File: config.mk
export PLATFORM = sky130hd
export DESIGN_NAME = ebml_element_header_parser
export DESIGN_NICKNAME = d
export VERILOG_FILES = /design/src/rtl/core/ebml_pkg.sv /design/src/rtl/core/ebml_in_stage.sv /design/src/rtl/core/ebml_parse.sv /design/src/rtl/core/ebml_out_buf.sv /design/src/rtl/core/ebml_element_header_parser.sv
export SDC_FILE = /design/constraint.sdc
export NUM_CORES = 1
export LEC_CHECK = 0
export BUFFER_PORTS_ARGS = -buffer_cell sky130_fd_sc_hd__clkbuf_2
export CAP_MARGIN = 15
export CORE_MARGIN = 3
export CORE_UTILIZATION = 45
export CTS_BUF_LIST = sky130_fd_sc_hd__clkbuf_4 sky130_fd_sc_hd__clkbuf_8
export DETAILED_ROUTE_END_ITERATION = 16
export PLACE_DENSITY = 0.7
export SYNTH_ARGS = -nofsm -noshare
export SYNTH_HDL_FRONTEND = slang
export SYNTH_SLANG_ARGS = --single-unit
File: constraint.sdc
create_clock -name clk -period 14.7 [get_ports clk]
set_input_delay 2.94 -clock clk [delete_from_list [all_inputs] [get_ports clk]]
set_output_delay 2.94 -clock clk [all_outputs]
set_load 0.02 [all_outputs]
File: src/rtl/core/ebml_pkg.sv
// Shared types, codes and helpers for the EBML element header parser.
package ebml_pkg;

  typedef enum logic [1:0] {
    PH_ID_LEAD   = 2'd0,
    PH_ID_REST   = 2'd1,
    PH_SIZE_LEAD = 2'd2,
    PH_SIZE_REST = 2'd3
  } phase_t;

  typedef enum logic [1:0] {
    ST_OK       = 2'd0,
    ST_BAD_ID   = 2'd1,
    ST_BAD_SIZE = 2'd2,
    ST_OVERFLOW = 2'd3
  } status_t;

  localparam int unsigned OffsetW = 63;
  localparam int unsigned SizeW   = 56;
  localparam int unsigned IdW     = 32;

  typedef struct packed {
    logic [7:0]         stream_byte;
    logic [OffsetW-1:0] start_offset;
  } in_word_t;

  typedef struct packed {
    logic [IdW-1:0]     element_id;
    logic [2:0]         id_length;
    logic [SizeW-1:0]   size_value;
    logic [3:0]         size_length;
    logic [OffsetW-1:0] header_start;
    logic [OffsetW-1:0] element_end;
    status_t            status;
  } result_t;

  // Count leading zeros of a byte, 8 for a zero byte.
  function automatic logic [3:0] lead_zeros(input logic [7:0] b);
    logic [3:0] n;
    n = 4'd8;
    for (int i = 0; i < 8; i++) begin
      if (b[i]) n = 4'(7 - i);
    end
    return n;
  endfunction

endpackage

File: src/rtl/core/ebml_in_stage.sv
// Input register stage: holds one header byte and its offset for the parser.
module ebml_in_stage (
  input  logic               clk,
  input  logic               rst_n,
  input  logic               in_valid,
  output logic               in_ready,
  input  ebml_pkg::in_word_t in_word,
  input  logic               take,
  output logic               word_valid,
  output ebml_pkg::in_word_t word
);

  logic               valid_r, valid_nxt;
  ebml_pkg::in_word_t word_r;

  assign in_ready   = !valid_r || take;
  assign word_valid = valid_r;
  assign word       = word_r;

  always_comb begin
    valid_nxt = valid_r;
    if (in_valid && in_ready) valid_nxt = 1'b1;
    else if (take) valid_nxt = 1'b0;
  end

  always_ff @(posedge clk) begin
    if (!rst_n) begin
      valid_r <= 1'b0;
    end else begin
      valid_r <= valid_nxt;
    end
  end

  always_ff @(posedge clk) begin
    if (in_valid && in_ready) word_r <= in_word;
  end

endmodule

File: src/rtl/core/ebml_parse.sv
// Header state machine: decodes one byte per cycle and emits finished results.
module ebml_parse #(
  parameter int unsigned MAX_ID_BYTES   = 4,
  parameter int unsigned MAX_SIZE_BYTES = 8
) (
  input  logic               clk,
  input  logic               rst_n,
  input  logic               go,
  input  ebml_pkg::in_word_t word,
  output logic               push,
  output ebml_pkg::result_t  res
);

  localparam logic [63:0] Max63 = {1'b0, {63{1'b1}}};

  ebml_pkg::phase_t phase_r, phase_nxt;
  logic [3:0]       left_r, left_nxt;
  logic [31:0]      id_r, id_nxt;
  logic [2:0]       idlen_r, idlen_nxt;
  logic [55:0]      size_r, size_nxt;
  logic [3:0]       szlen_r, szlen_nxt;
  logic [62:0]      start_r, start_nxt;

  logic [7:0]  b;
  logic [3:0]  lz;
  logic        finish;
  logic [63:0] sum;

  assign b  = word.stream_byte;
  assign lz = ebml_pkg::lead_zeros(b);

  always_comb begin
    phase_nxt = phase_r;
    left_nxt  = left_r;
    id_nxt    = id_r;
    idlen_nxt = idlen_r;
    size_nxt  = size_r;
    szlen_nxt = szlen_r;
    start_nxt = start_r;
    finish    = 1'b0;
    sum       = '0;
    push      = 1'b0;
    res       = '0;
    res.status = ebml_pkg::ST_OK;

    if (go) begin
      case (phase_r)
        ebml_pkg::PH_ID_LEAD: begin
          start_nxt = word.start_offset;
          if (lz >= 4'(MAX_ID_BYTES)) begin
            push             = 1'b1;
            res.element_id   = 32'(b);
            res.header_start = word.start_offset;
            res.element_end  = word.start_offset;
            res.status       = ebml_pkg::ST_BAD_ID;
          end else begin
            id_nxt    = 32'(b);
            idlen_nxt = lz[2:0] + 3'd1;
            left_nxt  = lz;
            phase_nxt = (lz != 4'd0) ? ebml_pkg::PH_ID_REST : ebml_pkg::PH_SIZE_LEAD;
          end
        end
        ebml_pkg::PH_ID_REST: begin
          id_nxt = {id_r[23:0], b};
          if (left_r <= 4'd1) begin
            left_nxt  = 4'd0;
            phase_nxt = ebml_pkg::PH_SIZE_LEAD;
          end else begin
            left_nxt = left_r - 4'd1;
          end
        end
        ebml_pkg::PH_SIZE_LEAD: begin
          if (lz >= 4'(MAX_SIZE_BYTES)) begin
            push             = 1'b1;
            res.element_id   = id_r;
            res.id_length    = idlen_r;
            res.header_start = start_r;
            res.element_end  = start_r;
            res.status       = ebml_pkg::ST_BAD_SIZE;
            phase_nxt        = ebml_pkg::PH_ID_LEAD;
            left_nxt         = 4'd0;
          end else begin
            szlen_nxt = lz + 4'd1;
            // strip the length marker
            size_nxt  = 56'(b & (8'h7f >> lz));
            left_nxt  = lz;
            if (lz == 4'd0) finish = 1'b1;
            else phase_nxt = ebml_pkg::PH_SIZE_REST;
          end
        end
        ebml_pkg::PH_SIZE_REST: begin
          size_nxt = {size_r[47:0], b};
          if (left_r <= 4'd1) finish = 1'b1;
          else left_nxt = left_r - 4'd1;
        end
        default: begin
          phase_nxt = ebml_pkg::PH_ID_LEAD;
        end
      endcase

      if (finish) begin
        sum = {1'b0, start_r} + 64'(idlen_r) + 64'(szlen_nxt) + 64'(size_nxt);
        push             = 1'b1;
        res.element_id   = id_r;
        res.id_length    = idlen_r;
        res.size_value   = size_nxt;
        res.size_length  = szlen_nxt;
        res.header_start = start_r;
        if (sum[63]) begin
          res.element_end = Max63[62:0];
          res.status      = ebml_pkg::ST_OVERFLOW;
        end else begin
          res.element_end = sum[62:0];
        end
        phase_nxt = ebml_pkg::PH_ID_LEAD;
        left_nxt  = 4'd0;
      end
    end
  end

  always_ff @(posedge clk) begin
    if (!rst_n) begin
      phase_r <= ebml_pkg::PH_ID_LEAD;
      left_r  <= 4'd0;
    end else begin
      phase_r <= phase_nxt;
      left_r  <= left_nxt;
    end
  end

  always_ff @(posedge clk) begin
    id_r    <= id_nxt;
    idlen_r <= idlen_nxt;
    size_r  <= size_nxt;
    szlen_r <= szlen_nxt;
    start_r <= start_nxt;
  end

endmodule

File: src/rtl/core/ebml_out_buf.sv
// Two-entry result buffer: decouples the parser from a stalled consumer.
module ebml_out_buf (
  input  logic              clk,
  input  logic              rst_n,
  input  logic              push,
  input  ebml_pkg::result_t push_word,
  output logic              full,
  output logic              out_valid,
  input  logic              out_ready,
  output ebml_pkg::result_t out_word
);

  ebml_pkg::result_t buf_r [2];
  logic       wr_ptr_r, wr_ptr_nxt;
  logic       rd_ptr_r, rd_ptr_nxt;
  logic [1:0] cnt_r, cnt_nxt;
  logic       pop;

  assign full      = (cnt_r == 2'd2);
  assign out_valid = (cnt_r != 2'd0);
  assign out_word  = buf_r[rd_ptr_r];
  assign pop       = out_valid && out_ready;

  always_comb begin
    wr_ptr_nxt = push ? ~wr_ptr_r : wr_ptr_r;
    rd_ptr_nxt = pop ? ~rd_ptr_r : rd_ptr_r;
    cnt_nxt    = cnt_r + 2'(push) - 2'(pop);
  end

  always_ff @(posedge clk) begin
    if (!rst_n) begin
      wr_ptr_r <= 1'b0;
      rd_ptr_r <= 1'b0;
      cnt_r    <= 2'd0;
    end else begin
      wr_ptr_r <= wr_ptr_nxt;
      rd_ptr_r <= rd_ptr_nxt;
      cnt_r    <= cnt_nxt;
    end
  end

  always_ff @(posedge clk) begin
    if (push) buf_r[wr_ptr_r] <= push_word;
  end

endmodule

File: src/rtl/core/ebml_element_header_parser.sv
// EBML element header parser. Takes one header byte per cycle; the first byte
// of each header also carries its absolute offset. The ID (1 to MAX_ID_BYTES
// bytes, marker kept) and the size (1 to MAX_SIZE_BYTES bytes, marker removed)
// are collected, and after the last size byte one word reports ID, lengths,
// size, start and end offset (status 3 and a saturated end on overflow). A bad
// lead byte ends the header at once with status 1 or 2. Throughput is one byte
// per cycle while the result buffer is not full, set by the combinational
// decode between the input register and the two-entry result buffer; a result
// is written into the buffer when its last byte leaves the input register. A
// pending result does not stop input while the buffer has room.
module ebml_element_header_parser #(
  parameter int unsigned MAX_ID_BYTES   = 4,
  parameter int unsigned MAX_SIZE_BYTES = 8
) (
  input  logic        clk,
  input  logic        rst_n,
  input  logic        in_valid,
  output logic        in_ready,
  input  logic [7:0]  in_stream_byte,
  input  logic [62:0] in_start_offset,
  output logic        out_valid,
  input  logic        out_ready,
  output logic [31:0] out_element_id,
  output logic [2:0]  out_id_length,
  output logic [55:0] out_size_value,
  output logic [3:0]  out_size_length,
  output logic [62:0] out_header_start,
  output logic [62:0] out_element_end,
  output logic [1:0]  out_status
);

  ebml_pkg::in_word_t in_word, word;
  ebml_pkg::result_t  res, out_word;
  logic word_valid, take, push, full;

  assign in_word.stream_byte  = in_stream_byte;
  assign in_word.start_offset = in_start_offset;

  // advance the input register whenever the buffer can take a result
  assign take = word_valid && !full;

  ebml_in_stage u_in_stage (
    .clk        (clk),
    .rst_n      (rst_n),
    .in_valid   (in_valid),
    .in_ready   (in_ready),
    .in_word    (in_word),
    .take       (take),
    .word_valid (word_valid),
    .word       (word)
  );

  ebml_parse #(
    .MAX_ID_BYTES   (MAX_ID_BYTES),
    .MAX_SIZE_BYTES (MAX_SIZE_BYTES)
  ) u_parse (
    .clk   (clk),
    .rst_n (rst_n),
    .go    (take),
    .word  (word),
    .push  (push),
    .res   (res)
  );

  ebml_out_buf u_out_buf (
    .clk       (clk),
    .rst_n     (rst_n),
    .push      (push),
    .push_word (res),
    .full      (full),
    .out_valid (out_valid),
    .out_ready (out_ready),
    .out_word  (out_word)
  );

  assign out_element_id   = out_word.element_id;
  assign out_id_length    = out_word.id_length;
  assign out_size_value   = out_word.size_value;
  assign out_size_length  = out_word.size_length;
  assign out_header_start = out_word.header_start;
  assign out_element_end  = out_word.element_end;
  assign out_status       = out_word.status;

endmodule

# == Word level (Yosys, flattened, before mapping) ==
# Memories as Yosys holds them, arrays and structs flattened. A register that Yosys moved wholly into a read port is not among the register bits.
# Cells that the tools add are included.
# op_classes
addsub,8
n_mul,0
div_mod_pow,0
n_lt_le_gt_ge,3
eq_ne,9
shift,1
mux,56
bitwise,4
n_reduce_logical,18
# ops
operator,n
223-bit two-way mux,2
128-bit two-way mux,2
128-bit case mux with 2 select lines,1
32-bit case mux with 2 select lines,2
56-bit two-way mux,2
56-bit case mux with 2 select lines,1
63-bit by 3-bit adder with 64-bit output,1
64-bit by 4-bit adder with 64-bit output,1
64-bit by 56-bit adder with 64-bit output,1
4-bit two-way mux,16
63-bit two-way mux,1
8-bit by 56-bit AND with 56-bit output,1
"7-bit by 4-bit right shift with 56-bit output, first input constant",1
35-bit two-way mux,1
32-bit two-way mux,1
4-bit case mux with 4 select lines,1
1-bit two-way mux,14
2-bit two-way mux,7
3-bit AND reduction,3
8-bit two-way mux,1
4-bit nonzero test,2
"2-bit == test, second input constant",3
"3-bit != test, second input constant",2
2-bit case mux with 3 select lines,1
23 further kinds,31
# word_totals
regBits,240
latchBits,0
ramBits,446
mem_bits_ro,0
inputBits,75
word_cells,113
memories,1
# memory_table
name,words,width,read_ports,rd_clocked_by_memory_dff,wr,line_no,rtl
u_out_buf.buf_r,2,223,1,1,1,ebml_out_buf.sv:13,ebml_pkg::result_t buf_r [2];

# == Depth between registers and ports, before layout ==
# Gate-level depths: netlist of the first run.
# logic_depth
depth_word,17
mapped_depth,27

# == Cells and area by module ==
# A second synthesis of the first run with hierarchy kept.
# unflattened
cells_unflattened,2261
hier_area_um2,33006.7
# by_module_without_submodules
mod,n_inst,cells_per_inst,area_each_um2,seq_area_each_um2
ebml_out_buf,1,717,17036.3,13492.9
ebml_parse,1,1467,13767.0,4864.7
ebml_in_stage,1,76,2189.6,2152.1
ebml_element_header_parser,1,1,13.8,0.0

# == Worst setup path after synthesis of the first run ==
# OpenSTA, ideal clock, no wires.
# synth_timing
path_type,reg2reg
from,register u_out_buf.cnt_r[0]
to,register u_out_buf.wr_ptr_r
setup_time_ps,102
arrival_ps,12206
t_required_ps,14598
setup_slack_ps,2392
path_stages_with_launch,7
path_buffers,0
cell_sequence,dfxtp_1 > nand2b_1 > nand2_1 > inv_1 > nand2_1 > nor2_1 > o21a_1
# synth_between
elab_chain_len,4
# synth_lines
item,line_no,rtl
start: declaration,ebml_out_buf.sv:16,"logic [1:0] cnt_r, cnt_nxt;"
start signal: assignment,ebml_out_buf.sv:38,cnt_r <= cnt_nxt;
2-bit == test,ebml_out_buf.sv:19,assign full = (cnt_r == 2'd2);
1-bit zero test,ebml_element_header_parser.sv:40,assign take = word_valid && !full;
1-bit logical AND,ebml_element_header_parser.sv:40,
named net take,ebml_element_header_parser.sv:34,"logic word_valid, take, push, full;"
1-bit two-way mux,ebml_parse.sv:46,if (go) begin
end signal: assignment,ebml_out_buf.sv:36,wr_ptr_r <= wr_ptr_nxt;
end: declaration,ebml_out_buf.sv:14,"logic wr_ptr_r, wr_ptr_nxt;"
# The timed path passes the listed nets, and every way through them passes these cells.
# A chain may end at the register's enable or synchronous reset.

==> metrics.md, run 1 <==
| Metric | Value |
|---|---|
| Slew HR | 26.70% |
| Largest net degree at the start of global routing | 173 |
| Flop-to-flop setup slack | 6910 ps |
| Share of the synthesized area in the top cell type | 62.66% |
| Site Rows | 97 |
| Multi-input gate area | 0.01116 mm^2 |
| First-pass GRT wire length | 125.2 mm |
| Slew Limit Fails | 0 |
| Hold buffers post-CTS | 0 |
| Synth unique cells | 77 |
| Met1 Usage GRT | 29.53% |
| HP Start | u_in_stage.word[24] |
| Peak supply drop | 0.09806 mV |
| Hold crit path type | flip-flop to flip-flop |
| ANT nets after route | 0 |
| I/O Buffers | 299 |
| Internal | 4.039 mW |
| Num CTS Buffers | 111 |
| Area of the core | 0.07064 mm^2 |
| Overflow after GRT | 0 |
| Max Cap Viol | 0 |
| RSZ-0062 raised after global routing | false |
| Crit. Startpoint | u_in_stage.word[70] |
| Overall Global Routing Usage | 21.88% |
| M3 GR Usage | 4.489% |
| Reg area | 0.02051 mm^2 |
| Worst endpoint required time | 15,140 ps |
| Type of the worst setup path | flip-flop to flip-flop |
| CP arrival | 8230 ps |
| Syn Area/Cell | 14.44 um^2 |
| Area Growth Syn to Fin | 13.98% |
| Grt peak-use layer | met2 |
| Cells after Synth | 2,240 |
| Fin crit period | 7791 ps |
| Gate power share | 36.1% |
| Post-synth EDFFs | 675 |
| Vias in the first global route | 21,070 |
| First drt pass iteration count | 5 |
| Clock network power share | 25.8% |
| DR DRC count | 0 |
| Post-synthesis sequential area ratio | 63.40% |
| TritonCTS clock tree | built |
| Area leader, netlist | edfxtp_1 |
| Hold Fails Final Rpt | 0 |
| Critical path startpoint category | flip-flop |
| Clk pin slew, worst setup/hold paths | 60 ps |
| GPL Wtd Cong | 0.8934 |
| Worst-path fanout max | 56 |
| Syn. warnings | 0 |
| Clk_lat worst skew | 740 ps |
| Status | finished, final reports clean |
| Total die area | 0.07514 mm^2 |
| Switching Fraction | 36.24% |
| Setup TNS | 0 ps |
| Die width | 274.1 um |
| # IOs | 300 |
| Ratio of cells with drive above 1 in the final layout | 29.05% |
| Endpoint class of the critical path | flip-flop |
| Synth Register Bits | 687 |
| Fin cells | 3,589 |
| Flop pwr share | 38.2% |
| Post-cts resize count | 0 |
| Lkg Pwr | 14.12 nW |
| Fraction of registers with async set/reset | 0% |
| CTS sink cnt | 687 |
| F_max | 128.4 MHz |
| FF-to-FF Start | u_in_stage.word[70] |
| CTS max path bufs | 3 |
| Worst clock skew | 56.72 ps |
| Met2 GRT Util | 35.22% |
| Vias | 20,540 |
| Placed cell count | 3,389 |
| Fill count | 6,006 |
| Routed WL | 83.42 mm |
| Worst slew pin tran | 1100 ps |
| Post-Syn Nets | 2,499 |
| Final HPWL DP | 56.73 mm |
| Final setup fails | 0 |
| Synth area leaders | edfxtp_1, mux2_2, ha_1 |
| Root Driver | clkbuf_8 |
| Initial core utilization | 45.80% |
| Most common flop cell mapped by yosys | edfxtp_1 |
| Drt first-iter violations | 1,805 |
| Sw Pwr | 2.295 mW |
| Nets@finish | 2,822 |
| Synth Cell Area | 0.03235 mm^2 |
| Setup Buffers After CTS | 0 |
| Via density | 5.722 |
| Die Ht | 274.1 um |
| WL/cell | 23.24 um |
| Pwr Total | 6.334 mW |
| Period utilization | 53.00% |
| P per Cell Area | 171.8 mW/mm^2 |
| Initial antenna violation count | 1 |
| H-tree Lvls | 3 |
## metal layers
| layer | share of wire (%) | up-vias | wire (um) |
|---|---|---|---|
| li1 | - | 9325 | - |
| met1 | 42 | 10190 | 35180 |
| met2 | 47 | 876 | 39380 |
| met3 | 7.4 | 150 | 6206 |
| met4 | 3.2 | 0 | 2657 |
| met5 | 0 | - | 0 |
## worst max-delay path: stages, from the launching register on
cell      delay (ps)
edfxtp_1         460
nor4_1           680
nand2_1          160
nor3_1           360
nand2_1          270
o21ai_4          130
buf_4            520
nand2_1          120
o21ai_0          200
fa_1             520
fa_1             490
ha_1             240
fa_1             430
a211oi_1         370
nor4_1           110
nor2_1           360
a21oi_1          130
a211oi_1         230
buf_4            190
o31ai_2          140
o22ai_4          390
buf_4            610
o21a_1           220
nor2_1            60
## synth_stat cells, types with 12 or more instances
master and count:
nand4_1 15, a31oi_1 32, mux2_2 225, nor3_1 13, xor2_1 27, nor2b_1 17, a22oi_1 29, a21o_1 33
a21oi_1 159, inv_1 39, and2_1 118, edfxtp_1 675, buf_2 16, o21ai_0 48, ha_1 177, a221oi_1 29
o21a_1 20, nand2_1 104, clkbuf_1 71, xnor2_1 32, dfxtp_1 12, a22o_1 52, nor2_1 105, nand3_1 25
a21boi_0 15
## registers in the layout, indices dropped and copies added (netlist names), 3 cells and up, named ones only
| signal | cells |
|---|---|
| u_out_buf.buf_r | 446 |
| u_in_stage.word | 71 |
| u_parse.start_r | 63 |
| u_parse.size_r | 56 |
| u_parse.id_r | 32 |
| u_parse.left_r | 4 |
| u_parse.szlen_r | 4 |
| u_parse.idlen_r | 3 |
## worst paths after layout
check                           endpoint  depth (start not counted)
setup / recovery  u_out_buf.buf_r[1][17]                         23
hold / removal       u_parse.start_r[24]                          0
setup reg to reg  u_out_buf.buf_r[1][17]                         23
hold reg to reg      u_parse.start_r[24]                          0
## power groups by stage
stage	clock [mW]	sequential [mW]	combinational, mW
final	1.63	2.42	2.28
after global routing	1.77	2.43	2.49
after CTS	1.67	2.42	2.30
after detailed placement	0	2.45	2.28
after global placement	0	2.45	2.28
after floorplan	0	2.40	1.71
## cells in the final DEF, fill, tap and decap left out, drive strengths merged, types with 4 or more instances in the layout
cell type,netlist,final
buf,26,22
inv,39,45
xor2,27,27
a221o,11,11
o21a,20,20
and3,6,6
nand3,25,25
fa,7,7
o21ai,52,52
ha,177,177
nor3,13,13
a21oi,160,160
o21bai,11,11
a2111oi,5,5
a21boi,15,15
a22oi,29,29
a22o,52,52
a21o,35,35
edfxtp,675,675
o22ai,4,4
a32o,6,6
mux2,225,225
o31ai,11,11
clkbuf,84,455
nand4,17,17
a31oi,32,32
dfxtp,12,12
nand2b,9,9
nand2,104,104
xnor2,32,32
a211oi,12,12
a221oi,29,29
nor2,105,105
and2,121,121
nor2b,17,17
clkinv,0,30
## metrics by stage
step / hold slack [ps] / util, % / area [um^2] / setup WS [ps]
floorplan: 426.2 / - / 32350 / 2392
finish: 455.7 / 52.20 / 36870 / 6909
global placement: 437.2 / 49.09 / 34670 / 6883
detailed placement: 433.4 / 49.09 / 34670 / 6576
global route: 464.1 / 52.19 / 36870 / 6240
CTS: 440.4 / 52.18 / 36860 / 6497
## cell families (layout without fill, tap and decap cells)
| logic type | after synthesis | in the layout | share of synthesized area, % |
|---|---|---|---|
| buffers and inverters | 151 | 558 | 2.390 |
| other | 0 | 2 | 0 |
| XOR/XNOR | 59 | 59 | 1.597 |
| AND/OR/NAND/NOR | 432 | 432 | 6.726 |
| multiplexers | 227 | 227 | 7.894 |
| flip-flops | 687 | 687 | 63.40 |
| AO/OA/AOI/OAI | 500 | 500 | 10.71 |
| adder cells (fa/ha/maj) | 184 | 184 | 7.279 |
## area by class of cell
| class | count | area share (%) |
|---|---|---|
| diodes | 2 | 0.01357 |
| well taps | 940 | 3.190 |
| flip-flops and latches | 687 | 55.64 |
| clock buffers | 155 | 5.039 |
| repair buffers | 322 | 4.554 |
| multi-input cells | 1402 | 30.28 |
| clock inverters | 42 | 0.8891 |
| inverters | 39 | 0.3970 |
No activity file was read; power rests on OpenSTA's default activity.
==> run 2: changes to the inputs <==
PLACE_DENSITY = 0.73   (was 0.7)
clock period = 6.4 ns   (was 14.7 ns; I/O delays follow)
==> metrics.md, run 2 (same netlist as run 1, synthesis figures left out) <==
| Metric | Value |
|---|---|
| ANT nets after route | 0 (unchanged) |
| Area of the core | 0.07064 mm^2 (unchanged) |
| Largest stage delay, worst path | 540 ps (-140 ps) |
| GPL Wtd Cong | 0.9076 (+1.6%) |
| Internal | 9.380 mW (+130%) |
| Root Driver | clkbuf_8 |
| Worst slew pin tran | 1403 ps (+303.1 ps) |
| Met2 GRT Util | 36.20% (+0.98 points) |
| Leading cell type in the layout, fill and taps excluded | edfxtp_1 |
| DR DRC count | 0 (unchanged) |
| Routed WL | 85.44 mm (+2.4%) |
| Num CTS Buffers | 110 (-0.90%) |
| Gate power share | 36.8% (+0.7 points) |
| Switching Fraction | 36.69% (+0.45 points) |
| DP Area | 0.03493 mm^2 (+0.74%) |
| Peak supply drop | 0.4645 mV (+370%) |
| Flop pwr share | 37.5% (-0.7 points) |
| Worst-path fanout max | 45 (-20%) |
| Met1 Usage GRT | 30.88% (+1.4 points) |
| Type of the worst setup path | flip-flop to flip-flop |
| Place WS | -90.92 ps (-6667 ps) |
| Clk pin slew, worst setup/hold paths | 70 ps (about the same) |
| RSZ-0062 raised after global routing | false |
| Final HPWL DP | 58.03 mm (+2.3%) |
| Site Rows | 97 (unchanged) |
| CTS max path bufs | 3 (unchanged) |
| CTS sink cnt | 687 (unchanged) |
| Vias in the first global route | 21,030 (-0.21%) |
| Hold WS | 444.1 ps (-11.62 ps) |
| Worst clock skew | 43.61 ps (-13.11 ps) |
| Grt peak-use layer | met2 |
| Nets@finish | 2,847 (+0.89%) |
| Initial core utilization | 45.80% (unchanged) |
| Via density | 5.742 (+0.34%) |
| P per Cell Area | 398.1 mW/mm^2 (+130%) |
| Status | finished, final reports clean |
| First drt pass iteration count | 7 (+2) |
| Die width | 274.1 um (unchanged) |
| WL/cell | 23.64 um (+1.7%) |
| Drt first-iter violations | 2,095 (+16%) |
| Sw Pwr | 5.436 mW (+140%) |
| Clk_lat worst skew | 740 ps (about the same) |
| Critical-path top delay cell | fa_1 |
| F_max | 165.9 MHz (+29%) |
| Slew Limit Fails | 0 (unchanged) |
| Max FFs per register | 446 (unchanged) |
| Most frequent cells in the layout | edfxtp_1, clkbuf_2, mux2_2, ha_1, a21oi_1 |
| Clock network power share | 25.8% (about the same) |
| Fin crit period | 6028 ps (-1763 ps) |
| Final worst slack | 372.4 ps (-6537 ps) |
| Hold crit path type | flip-flop to flip-flop |
| Largest net degree at the start of global routing | 170 (-1.7%) |
| Top reg by flops | u_out_buf.buf_r |
| Worst endpoint required time | 6840 ps (-8300 ps) |
| Post-route cell area | 0.03721 mm^2 (+0.93%) |
| Area Growth Syn to Fin | 15.04% |
| Lkg Pwr | 14.26 nW (+0.95%) |
| Vias | 20,760 (+1.1%) |
| Ratio of cells with drive above 1 in the final layout | 29.59% (+0.54 points) |
| Critical path startpoint category | flip-flop |
| Initial antenna violation count | 4 (+3) |
| Total die area | 0.07514 mm^2 (unchanged) |
| Worst R2R Path Depth | 25 (+8.7%) |
| Period utilization | 94.18% (+41 points) |
| Placed cell count | 3,415 (+0.77%) |
| Setup TNS | 0 ps (unchanged) |
| First-pass GRT wire length | 127.5 mm (+1.8%) |
| Final setup fails | 0 (unchanged) |
| M3 GR Usage | 4.060% (-0.43 points) |
| H-tree Lvls | 3 (unchanged) |
| TritonCTS clock tree | built |
| Max Cap Viol | 0 (unchanged) |
| Min-Delay Path Depth | 0 (unchanged) |
| Hold Fails Final Rpt | 0 (unchanged) |
| CP arrival | 6470 ps (-1760 ps) |
| I/O Buffers | 299 (unchanged) |
| Fin cells | 3,615 (+0.72%) |
| Pwr Total | 14.82 mW (+130%) |
| Slew HR | 6.491% (-20 points) |
| Final core utilization | 52.69% (+0.49 points) |
| Die Ht | 274.1 um (unchanged) |
| # IOs | 300 (unchanged) |
| Endpoint class of the critical path | flip-flop |
| Overflow after GRT | 0 (unchanged) |
| Overall Global Routing Usage | 22.40% (+0.52 points) |
## run 2: cell type report
type                       instances  area [um^2]
sequential                       687        20510
timing repair buffer             348         1943
inverter                          39        146.4
fill                            5863        33420
antenna                            2        5.005
tap                              940         1176
multi-input combinational       1402        11220
clock buffer                     138         1724
clock inverter                    59        489.2
## run 2: routing by layer
metal	wire, um	part of all wire [%]
met1	36340	43
met2	40520	47
met3	6488	7.6
met4	2078	2.4
met5	13	0.015
## run 2: power groups by stage
stage | clock network, mW | registers, mW | logic [mW]
2_1_floorplan | 0 | 5.50 | 3.92
3_3_place_gp | 0 | 5.62 | 5.39
3_5_place_dp | 0 | 5.64 | 5.39
4_1_cts | 3.91 | 5.55 | 5.44
5_1_grt | 4.12 | 5.57 | 5.90
6_report | 3.82 | 5.55 | 5.45
## run 2: final timing paths
check	end	slack, ps	start
worst min register to register	u_parse.start_r[0]	440	u_in_stage.word[0]
worst max register to register	u_out_buf.buf_r[0][17]	370	u_in_stage.word[64]
worst max-delay path	u_out_buf.buf_r[0][17]	370	u_in_stage.word[64]
worst min-delay path	u_parse.start_r[0]	440	u_in_stage.word[0]
## run 2: worst max-delay path: cells and delay by family (launching register included)
family,cells,cell delay [ps]
AOI/OAI and AO/OA,7,1200
DFF,1,430
buffers and inverters,7,1010
xor gates and xnor gates,1,170
and+or+nand+nor,5,730
muxes,1,330
adders and majority gates,4,1750
## run 2: what timing repair did
action,in CTS,in global routing
resized for setup,2,10
endpoints found under the setup margin,8,126
hold buffers,0,0
buffers inserted,0,1
pin swaps,0,2
